$ cat config.mk
export PLATFORM = sky130hd
export DESIGN_NAME = utf8_decode_grapheme_width_top
export DESIGN_NICKNAME = d
export VERILOG_FILES = /design/src/sv/u8dgw_pkg.sv /design/src/sv/utf8_decode_grapheme_width_top.sv
export VERILOG_INCLUDE_DIRS = /design/src /design/src/sv
export SDC_FILE = /design/constraint.sdc
export NUM_CORES = 1
export LEC_CHECK = 0
export BUFFER_PORTS_ARGS = -buffer_cell sky130_fd_sc_hd__clkbuf_2
export CAP_MARGIN = 5
export CORE_ASPECT_RATIO = 1.1
export CORE_MARGIN = 4
export CORE_UTILIZATION = 30
export DETAILED_ROUTE_END_ITERATION = 10
export GPL_TIMING_DRIVEN = 0
export PLACE_DENSITY_LB_ADDON = 0.08
export RECOVER_POWER = 50
export SLEW_MARGIN = 20
export SYNTH_ARGS = -nofsm -noshare
export SYNTH_HDL_FRONTEND = slang
export SYNTH_SLANG_ARGS = --single-unit
$ cat constraint.sdc
create_clock -name clk_i -period 6.42 [get_ports clk_i]
set_input_delay 1.284 -clock clk_i [delete_from_list [all_inputs] [get_ports clk_i]]
set_output_delay 1.284 -clock clk_i [all_outputs]
set_load 0.1 [all_outputs]
$ cat src/sv/assert_macros.svh
// assertion macros used by the decoder rtl
`ifndef ASSERT_MACROS_SVH
`define ASSERT_MACROS_SVH

// property that must hold at every clock edge out of reset
`define ASSERT_ALWAYS(lbl, expr, msg) \
  lbl: assert property (@(posedge clk_i) disable iff (!rst_ni) (expr)) else $error(msg);

// same-cycle implication
`define ASSERT_IMPLY(lbl, ante, cons, msg) \
  lbl: assert property (@(posedge clk_i) disable iff (!rst_ni) (ante) |-> (cons)) \
    else $error(msg);

// next-cycle implication
`define ASSERT_NEXT(lbl, ante, cons, msg) \
  lbl: assert property (@(posedge clk_i) disable iff (!rst_ni) (ante) |=> (cons)) \
    else $error(msg);

`endif

$ cat src/sv/u8dgw_pkg.sv
// types, constants and codepoint classification for the utf-8 decoder
package u8dgw_pkg;

  localparam logic [20:0] ReplCp = 21'h00FFFD;
  localparam logic [20:0] ZwjCp  = 21'h00200D;

  localparam logic [1:0] WidthZero   = 2'd0;
  localparam logic [1:0] WidthNarrow = 2'd1;
  localparam logic [1:0] WidthWide   = 2'd2;

  localparam logic [2:0] NeedBad = 3'd0;

  typedef struct packed {
    logic [20:0] code_point;
    logic        is_replacement;
    logic [2:0]  source_len;
    logic        starts_cluster;
    logic [1:0]  cell_width;
    logic        run_last;
    logic        ends_text;
  } result_t;

  function automatic logic in_rng(logic [20:0] c, logic [20:0] lo, logic [20:0] hi);
    return (c >= lo) && (c <= hi);
  endfunction

  function automatic logic is_combining(logic [20:0] c);
    return in_rng(c, 21'h0300, 21'h036F) || in_rng(c, 21'h1AB0, 21'h1AFF) ||
           in_rng(c, 21'h1DC0, 21'h1DFF) || in_rng(c, 21'h20D0, 21'h20FF) ||
           in_rng(c, 21'hFE20, 21'hFE2F);
  endfunction

  function automatic logic is_selector(logic [20:0] c);
    return in_rng(c, 21'hFE00, 21'hFE0F);
  endfunction

  function automatic logic is_wide(logic [20:0] c);
    return in_rng(c, 21'h1100, 21'h115F) || in_rng(c, 21'h2E80, 21'hA4CF) ||
           in_rng(c, 21'hAC00, 21'hD7A3) || in_rng(c, 21'hF900, 21'hFAFF) ||
           in_rng(c, 21'hFE10, 21'hFE19) || in_rng(c, 21'hFE30, 21'hFE6F) ||
           in_rng(c, 21'hFF00, 21'hFF60) || in_rng(c, 21'hFFE0, 21'hFFE6);
  endfunction

  // marks that always attach to the open cluster
  function automatic logic is_attaching(logic [20:0] c);
    return is_combining(c) || is_selector(c) || (c == ZwjCp);
  endfunction

  function automatic logic [1:0] width_of(logic [20:0] c);
    if (is_attaching(c) || (c < 21'h20) || (c == 21'h7F)) begin
      return WidthZero;
    end
    return is_wide(c) ? WidthWide : WidthNarrow;
  endfunction

  // sequence length announced by a lead byte, NeedBad for an illegal lead
  function automatic logic [2:0] need_of(logic [7:0] lead);
    if (lead[7] == 1'b0) begin
      return 3'd1;
    end else if (lead[7:5] == 3'b110) begin
      return 3'd2;
    end else if (lead[7:4] == 4'b1110) begin
      return 3'd3;
    end else if (lead[7:3] == 5'b11110) begin
      return 3'd4;
    end
    return NeedBad;
  endfunction

endpackage

$ cat src/sv/utf8_decode_grapheme_width_top.sv
// utf-8 stream decoder with replacement, cluster marking and cell width
// One text byte is taken per handshake; a taken byte is followed by one decode
// step for each codepoint it completes, or a single step when it completes
// none and only waits for more continuation bytes. A byte that flushes more
// than one codepoint (after a broken sequence or at the end of text) holds the
// input until the last of them is out. The single decode step looks at the
// four-byte pending buffer, produces one codepoint and shifts the buffer, one
// codepoint per cycle while the output register is not stalled; a stall holds
// the step. While decoding, in_stall_o is high.
// Bad leads and broken continuations give U+FFFD for one byte, a sequence
// cut short by text_end gives one U+FFFD covering the rest; overlong forms
// and surrogates pass through unchecked.
`include "assert_macros.svh"

module utf8_decode_grapheme_width_top
  import u8dgw_pkg::*;
(
  input  logic        clk_i,
  input  logic        rst_ni,
  input  logic        in_valid_i,
  output logic        in_stall_o,
  input  logic [7:0]  in_byte_i,
  input  logic        text_end_i,
  output logic        out_valid_o,
  input  logic        out_stall_i,
  output logic [20:0] code_point_o,
  output logic        is_replacement_o,
  output logic [2:0]  source_len_o,
  output logic        starts_cluster_o,
  output logic [1:0]  cell_width_o,
  output logic        run_last_o,
  output logic        ends_text_o
);

  localparam logic ST_IDLE   = 1'b0;
  localparam logic ST_DECODE = 1'b1;

  logic        state_q, state_d;
  logic [7:0]  pend_q [4];
  logic [7:0]  pend_d [4];
  logic [2:0]  cnt_q, cnt_d;
  logic        joiner_q, joiner_d;
  logic        open_q, open_d;
  logic        end_q, end_d;
  logic        out_valid_q;
  result_t     out_q;

  // decode step signals
  logic [7:0]  lead;
  logic [2:0]  need;
  logic        cont_ok;
  logic        short_seq;
  logic        wait_w;
  logic [20:0] cp_val;
  logic        repl;
  logic [2:0]  drop;
  logic [2:0]  rest;
  logic [7:0]  nxt_lead;
  logic [2:0]  nxt_need;
  logic        is_last;
  logic        out_free;
  logic        emit_w;
  logic        accept_w;
  result_t     res;

  assign accept_w = (state_q == ST_IDLE) && in_valid_i;
  assign out_free = !out_valid_q || !out_stall_i;

  assign lead      = pend_q[0];
  assign need      = need_of(lead);
  // a multi-byte lead with too few bytes buffered
  assign short_seq = (need > 3'd1) && (cnt_q < need);
  assign wait_w    = short_seq && !end_q;

  always_comb begin
    case (need)
      3'd2:    cont_ok = (pend_q[1][7:6] == 2'b10);
      3'd3:    cont_ok = (pend_q[1][7:6] == 2'b10) && (pend_q[2][7:6] == 2'b10);
      3'd4:    cont_ok = (pend_q[1][7:6] == 2'b10) && (pend_q[2][7:6] == 2'b10) &&
                         (pend_q[3][7:6] == 2'b10);
      default: cont_ok = 1'b1;
    endcase
  end

  always_comb begin
    case (need)
      3'd2:    cp_val = {10'd0, lead[4:0], pend_q[1][5:0]};
      3'd3:    cp_val = {5'd0, lead[3:0], pend_q[1][5:0], pend_q[2][5:0]};
      3'd4:    cp_val = {lead[2:0], pend_q[1][5:0], pend_q[2][5:0], pend_q[3][5:0]};
      default: cp_val = {13'd0, lead};
    endcase
  end

  always_comb begin
    if (need == NeedBad) begin
      repl = 1'b1;
      drop = 3'd1;
    end else if (short_seq) begin
      // truncated at end of text: swallow everything left
      repl = 1'b1;
      drop = cnt_q;
    end else if (!cont_ok) begin
      repl = 1'b1;
      drop = 3'd1;
    end else begin
      repl = 1'b0;
      drop = need;
    end
  end

  // look ahead at the buffer after the shift to tell whether this is the
  // last codepoint of the byte
  assign rest     = cnt_q - drop;
  assign nxt_lead = pend_q[drop[1:0]];
  assign nxt_need = need_of(nxt_lead);
  assign is_last  = (rest == 3'd0) ||
                    ((nxt_need > 3'd1) && (rest < nxt_need) && !end_q);

  assign emit_w = (state_q == ST_DECODE) && !wait_w && out_free;

  always_comb begin
    res.code_point     = repl ? ReplCp : cp_val;
    res.is_replacement = repl;
    res.source_len     = drop;
    // joins the open cluster after a joiner or for an attaching mark
    res.starts_cluster = !(open_q && (is_attaching(res.code_point) || joiner_q));
    res.cell_width     = width_of(res.code_point);
    res.run_last       = is_last;
    res.ends_text      = is_last && end_q;
  end

  // sequencer and buffer update
  always_comb begin
    logic [2:0] src;
    state_d  = state_q;
    cnt_d    = cnt_q;
    joiner_d = joiner_q;
    open_d   = open_q;
    end_d    = end_q;
    for (int i = 0; i < 4; i++) begin
      pend_d[i] = pend_q[i];
    end
    src = 3'd0;
    unique case (state_q)
      ST_IDLE: begin
        if (accept_w) begin
          pend_d[cnt_q[1:0]] = in_byte_i;
          cnt_d   = cnt_q + 3'd1;
          end_d   = text_end_i;
          state_d = ST_DECODE;
        end
      end
      ST_DECODE: begin
        if (wait_w) begin
          state_d = ST_IDLE;
        end else if (emit_w) begin
          for (int i = 0; i < 4; i++) begin
            src = 3'(i) + drop;
            if (src < 3'd4) begin
              pend_d[i] = pend_q[src[1:0]];
            end
          end
          cnt_d    = rest;
          joiner_d = (res.code_point == ZwjCp);
          open_d   = 1'b1;
          if (is_last) begin
            state_d = ST_IDLE;
            if (end_q) begin
              // next byte starts a fresh text
              cnt_d    = 3'd0;
              joiner_d = 1'b0;
              open_d   = 1'b0;
            end
          end
        end
      end
      default: state_d = ST_IDLE;
    endcase
  end

  always_ff @(posedge clk_i or negedge rst_ni) begin
    if (!rst_ni) begin
      state_q     <= ST_IDLE;
      cnt_q       <= 3'd0;
      joiner_q    <= 1'b0;
      open_q      <= 1'b0;
      end_q       <= 1'b0;
      out_valid_q <= 1'b0;
    end else begin
      state_q  <= state_d;
      cnt_q    <= cnt_d;
      joiner_q <= joiner_d;
      open_q   <= open_d;
      end_q    <= end_d;
      if (emit_w) begin
        out_valid_q <= 1'b1;
      end else if (!out_stall_i) begin
        out_valid_q <= 1'b0;
      end
    end
  end

  // payload registers, no reset
  always_ff @(posedge clk_i) begin
    for (int i = 0; i < 4; i++) begin
      pend_q[i] <= pend_d[i];
    end
    if (emit_w) begin
      out_q <= res;
    end
  end

  assign in_stall_o       = (state_q != ST_IDLE);
  assign out_valid_o      = out_valid_q;
  assign code_point_o     = out_q.code_point;
  assign is_replacement_o = out_q.is_replacement;
  assign source_len_o     = out_q.source_len;
  assign starts_cluster_o = out_q.starts_cluster;
  assign cell_width_o     = out_q.cell_width;
  assign run_last_o       = out_q.run_last;
  assign ends_text_o      = out_q.ends_text;

  // a byte can only be taken while the buffer has room for it
  `ASSERT_IMPLY(a_room_on_accept, state_q == ST_IDLE, cnt_q <= 3'd3, "pending buffer full in idle")
  // the end of a text always closes the byte's run
  `ASSERT_IMPLY(a_end_is_last, out_valid_q && out_q.ends_text, out_q.run_last,
                "ends_text without run_last")
  // after the final codepoint of a text, nothing stays pending
  `ASSERT_NEXT(a_end_drains, emit_w && res.ends_text,
               cnt_q == 3'd0 && !open_q && !joiner_q, "state not cleared at end of text")
  // a consumed length never exceeds what is buffered
  `ASSERT_IMPLY(a_drop_bounded, emit_w, drop <= cnt_q && drop != 3'd0,
                "decode consumed more than buffered")

endmodule

# After elaboration in Yosys (flattened, before gate mapping)
# Memories as Yosys holds them, arrays and structs flattened.
# Index checks and enable logic that the tools add are counted.
# totals
memories	1
out_inout_bits	32
mem_bits_rw	32
input_bits	13
regBits	38
word_cells	192
# classes
n_mux	59
order_cmp	39
add_sub_neg	5
bitwise_logic	3
n_reduce_logical	54
n_eq_ne	18
# mem_list
name	words	word_bits	read_ports	rd_clocked_by_memory_dff	wr	line	source
pend_q	4	8	8	0	4	utf8_decode_grapheme_width_top.sv:39	logic [7:0] pend_q [4];
# op_table
operator	count
<= comparator 21 x 16 -> 1 bit (second input constant)	9
greater-or-equal comparator 21 x 16 -> 1 bit (second input constant)	8
2-to-1 mux 32 bit	3
case mux 32 bit (2 select lines)	1
greater-or-equal comparator 21 x 13 -> 1 bit (second input constant)	3
<= comparator 21 x 13 -> 1 bit (second input constant)	3
case mux 21 bit (3 select lines)	1
2-to-1 mux 3 bit	18
greater-or-equal comparator 21 x 14 -> 1 bit (second input constant)	2
2-to-1 mux 8 bit	5
bitwise mux 32 bit	1
logical AND 1 bit	26
2-to-1 mux 1 bit	22
equality test 21 x 14 -> 1 bit (second input constant)	1
equality test 21 x 7 -> 1 bit (second input constant)	1
greater-or-equal comparator 21 x 10 -> 1 bit (second input constant)	1
<= comparator 21 x 10 -> 1 bit (second input constant)	1
<= comparator 21 x 14 -> 1 bit (second input constant)	1
less-than comparator 21 x 6 -> 1 bit (second input constant)	1
2-to-1 mux 21 bit	1
logical OR 1 bit	18
demux 8 bit (select 2 bit)	1
less-than comparator 3 bit (second input constant)	4
equality test 5 bit (second input constant)	2
24 further kinds	44

# Depth between registers and ports, before layout
# An unclocked memory read counts as a cell.
# logic_depth
word_depth	26
mapped_depth	21

# Least setup slack after synthesis
# OpenSTA, ideal clock, no wires.
# synth_path
path_type	reg-to-reg
start	mem pend_q[0][3]
end	mem pend_q[1][0] (enable)
required_ns	6.050
arrival_time_ns	4.602
slack_ns	1.448
synth_period_minus_slack_ns	4.972
path_stages_with_launch	14
cell_sequence	edfxtp_1 clkbuf_1 nand2b_1 nor2_1 inv_1 ha_1 nand4_2 nand2_1 o31ai_1 a21oi_1 or2_2 clkbuf_1 o31ai_1 nor2_1
# synth_lines
item	line
start, declared	utf8_decode_grapheme_width_top.sv:39

==> results.sh <==
export IMPL_status="completed"
export IMPL_nets=718
export IMPL_cts_htree_levels=3
export IMPL_core_um2=17900
export IMPL_finalSetupTns_ns=0
export IMPL_grt_first_pass_wirelength_um=33000
export IMPL_r2r_start="pend_q[0][3]"
export IMPL_firstDrtPassIters=5
export IMPL_ys_ff_latch=70
export IMPL_clockBufferDepth=2
export IMPL_hold_buffers=0
export IMPL_syn_cell_area_um2=5520
export IMPL_synth_edf_count=62
export IMPL_final_cells=936
export IMPL_grt_ovfl_total=0
export IMPL_maxCapViolCount=0
export IMPL_die_y_um=150
export IMPL_ant_nets=0
export IMPL_crit_type="reg -> reg"
export IMPL_worst_ep_required_time_ns=6.40
export IMPL_io_pins=45
export IMPL_crit_slowest_cell="nor2_1"
export IMPL_crit_family="buffers and inverters"
export IMPL_reg2regPathDepth=15
export IMPL_rows=51
export IMPL_worst_pin_slew_ns=1.39
export IMPL_slew_headroom_pct=6.59
export IMPL_drt_wl_total_um=21500
export IMPL_path_max_fanout=10
export IMPL_synth_net_count=662
export IMPL_ys_warn_count=0
export IMPL_route_detailed_wl_per_inst_um=23.0
export IMPL_portBuffers=44
export IMPL_yosysSeqAreaShare_pct=37.4
export IMPL_gp_congestion=0.921
export IMPL_crit_buf_inv=6
export IMPL_r2r_end="pend_q[1][4]"
export IMPL_cts_root_buf="clkbuf_16"
export IMPL_worst_ep_arrival_time_ns=5.98
export IMPL_holdCritStartpoint="joiner_q"
export IMPL_die_w_um=137
export IMPL_fin_crit_sh_pct=93.4
export IMPL_finalMaxSlewViolations=0
export IMPL_start_kind="flop"
export IMPL_setup_viol=0
export IMPL_syn_area_per_cell_um2=8.66
export IMPL_antenna_found_initial=0
export IMPL_vias_per_cell=5.77
export IMPL_grt_pass1_vias=5403
export IMPL_final_setup_skew_ns=0.0116
export IMPL_cts_made_buffers=9
export IMPL_track_usage_pct=21.4
export IMPL_tritoncts="done"
export IMPL_num_antenna_cells=0
export IMPL_async_flop_share_pct=11.4
export IMPL_clock_fmax_mhz=167
export IMPL_clkLatencyLatePin_ns=0.36
export IMPL_vias=5402
export IMPL_clk_pin_slew_ns=0.07
export IMPL_hold_class="reg -> reg"
export IMPL_cp_cell_sequence="clkbuf_1, nand2b_1, nor2_1, inv_1, ha_1, nand4_1, a211oi_2, a21o_1, buf_6, buf_2, buf_1, ha_1, clkbuf_1, o31ai_1, nor2_1"
export IMPL_route_detailed_drc=0
export IMPL_dieArea_um2=20600
export IMPL_crit_path_end_kind="flop"
export IMPL_fin_area_um2=6250
export IMPL_dpl_cell_count=920
export IMPL_period_minus_slack_ns=5.99
export IMPL_grt_max_degree=24
export IMPL_cts_sinks=70
export IMPL_r2r_slack_ns=0.43
export IMPL_synth_flop_cell="edfxtp_1"
export IMPL_hpwlAfterDp_um=16500
export IMPL_syn2layout_area_growth_pct=13.4
export IMPL_synth_cell_types=88
export IMPL_cp_slowest_stage_delay_ns=0.73
export IMPL_rsz0062_at_grt="false"
export IMPL_place_area_um2=6070
export IMPL_holdPathStages=1
export IMPL_min_to="joiner_q"
export IMPL_postCtsSetupBuffers=0
export IMPL_initial_core_util_pct=30.9
export IMPL_hold_viol=0
export IMPL_cts_resized=0
export IMPL_layout_drive_gt1_share_pct=9.46
export IMPL_drt_iter0_drc=461
export IMPL_synthCells=637
worst register-to-register path, stage by stage, from the launching register on:
cell	delay (ns)
edfxtp_1	0.35
clkbuf_1	0.19
nand2b_1	0.30
nor2_1	0.41
inv_1	0.25
ha_1	0.36
nand4_1	0.21
a211oi_2	0.72
a21o_1	0.22
buf_6	0.17
buf_2	0.28
buf_1	0.48
ha_1	0.35
clkbuf_1	0.41
o31ai_1	0.16
nor2_1	0.73
worst max path at each step:
stage	start	endpoint	slack [ns]	depth (start not counted)
6_report	pend_q[0][3]	pend_q[1][4]	0.43	15
5_1_grt	pend_q[0][3]	pend_q[3][4]	0.06	15
4_1_cts	pend_q[0][3]	in_stall_o	0.43	21
3_5_place_dp	pend_q[0][3]	in_stall_o	0.48	21
3_3_place_gp	pend_q[0][3]	pend_q[1][4]	-0.40	13
2_1_floorplan	pend_q[0][3]	pend_q[1][0]	1.45	13
synthesized netlist by cell type (9+ instances only):
master	number	area share [%]
a21oi_1	25	2.3
a31oi_1	11	1.2
and3_1	13	1.5
buf_1	9	0.61
buf_2	9	0.82
clkbuf_1	25	1.7
edfxtp_1	62	34
ha_1	11	2.5
inv_1	17	1.2
nand2_1	111	7.6
nand3_1	33	3.0
nor2_1	36	2.5
nor2b_1	13	1.5
nor3_1	11	1.0
o211ai_1	13	1.8
o21ai_0	53	4.8
cell type report:
type,instances,area (µm²)
multi-input cells,500,3150
flip-flops and latches,70,2060
fillers,1917,11600
repair buffers,45,181
plain buffers,46,198
well taps,238,298
inverters,21,81.3
clock inverters,7,61.3
clock buffers,9,225
registers in the layout, summed over array words and instances (netlist names):
register / cells
cell_width_o: 2
open_q: 1
joiner_q: 1
run_last_o: 1
ends_text_o: 1
is_replacement_o: 1
code_point_o: 21
out_valid_o: 1
pend_q: 32
cnt_q: 3
starts_cluster_o: 1
end_q: 1
source_len_o: 3
in_stall_o: 1
logic make-up after synthesis:
family	synth area share [%]
DFF	37.4
AOI/OAI and AO/OA	24.0
buffers and inverters	5.08
adders and majority gates	2.86
and+or+nand+nor	25.3
muxes	4.58
xor gates and xnor gates	0.794
per-layer routing:
metal / GRT usage [%] / part of all wire, %
met5: 0 / 0
met4: 8.18 / 3.1
met3: 3.24 / 4.8
met2: 36.2 / 48
met1: 27.5 / 44
cell usage in the layout, fill, tap and decap left out, types with 13 or more instances in the layout:
master    netlist  layout
nand2_1       111     111
clkbuf_1       25      62
edfxtp_1       62      62
o21ai_0        53      54
nor2_1         36      37
nand3_1        33      33
a21oi_1        25      25
inv_1          17      18
and3_1         13      13
nor2b_1        13      13
o211ai_1       13      13
through the flow:
step	hold slack [ns]	utilization (%)	setup slack (ns)
final	0.513	35.0	0.426
after global routing	0.544	35.0	0.0577
after CTS	0.514	35.6	0.426
after detailed placement	0.498	34.0	0.477
after global placement	0.494	33.8	-0.396
after floorplan	0.481	-	1.45
Power is left out: the tool's default activity adds up to more than one toggle a clock period on the data nets, which glitch-free logic cannot reach.
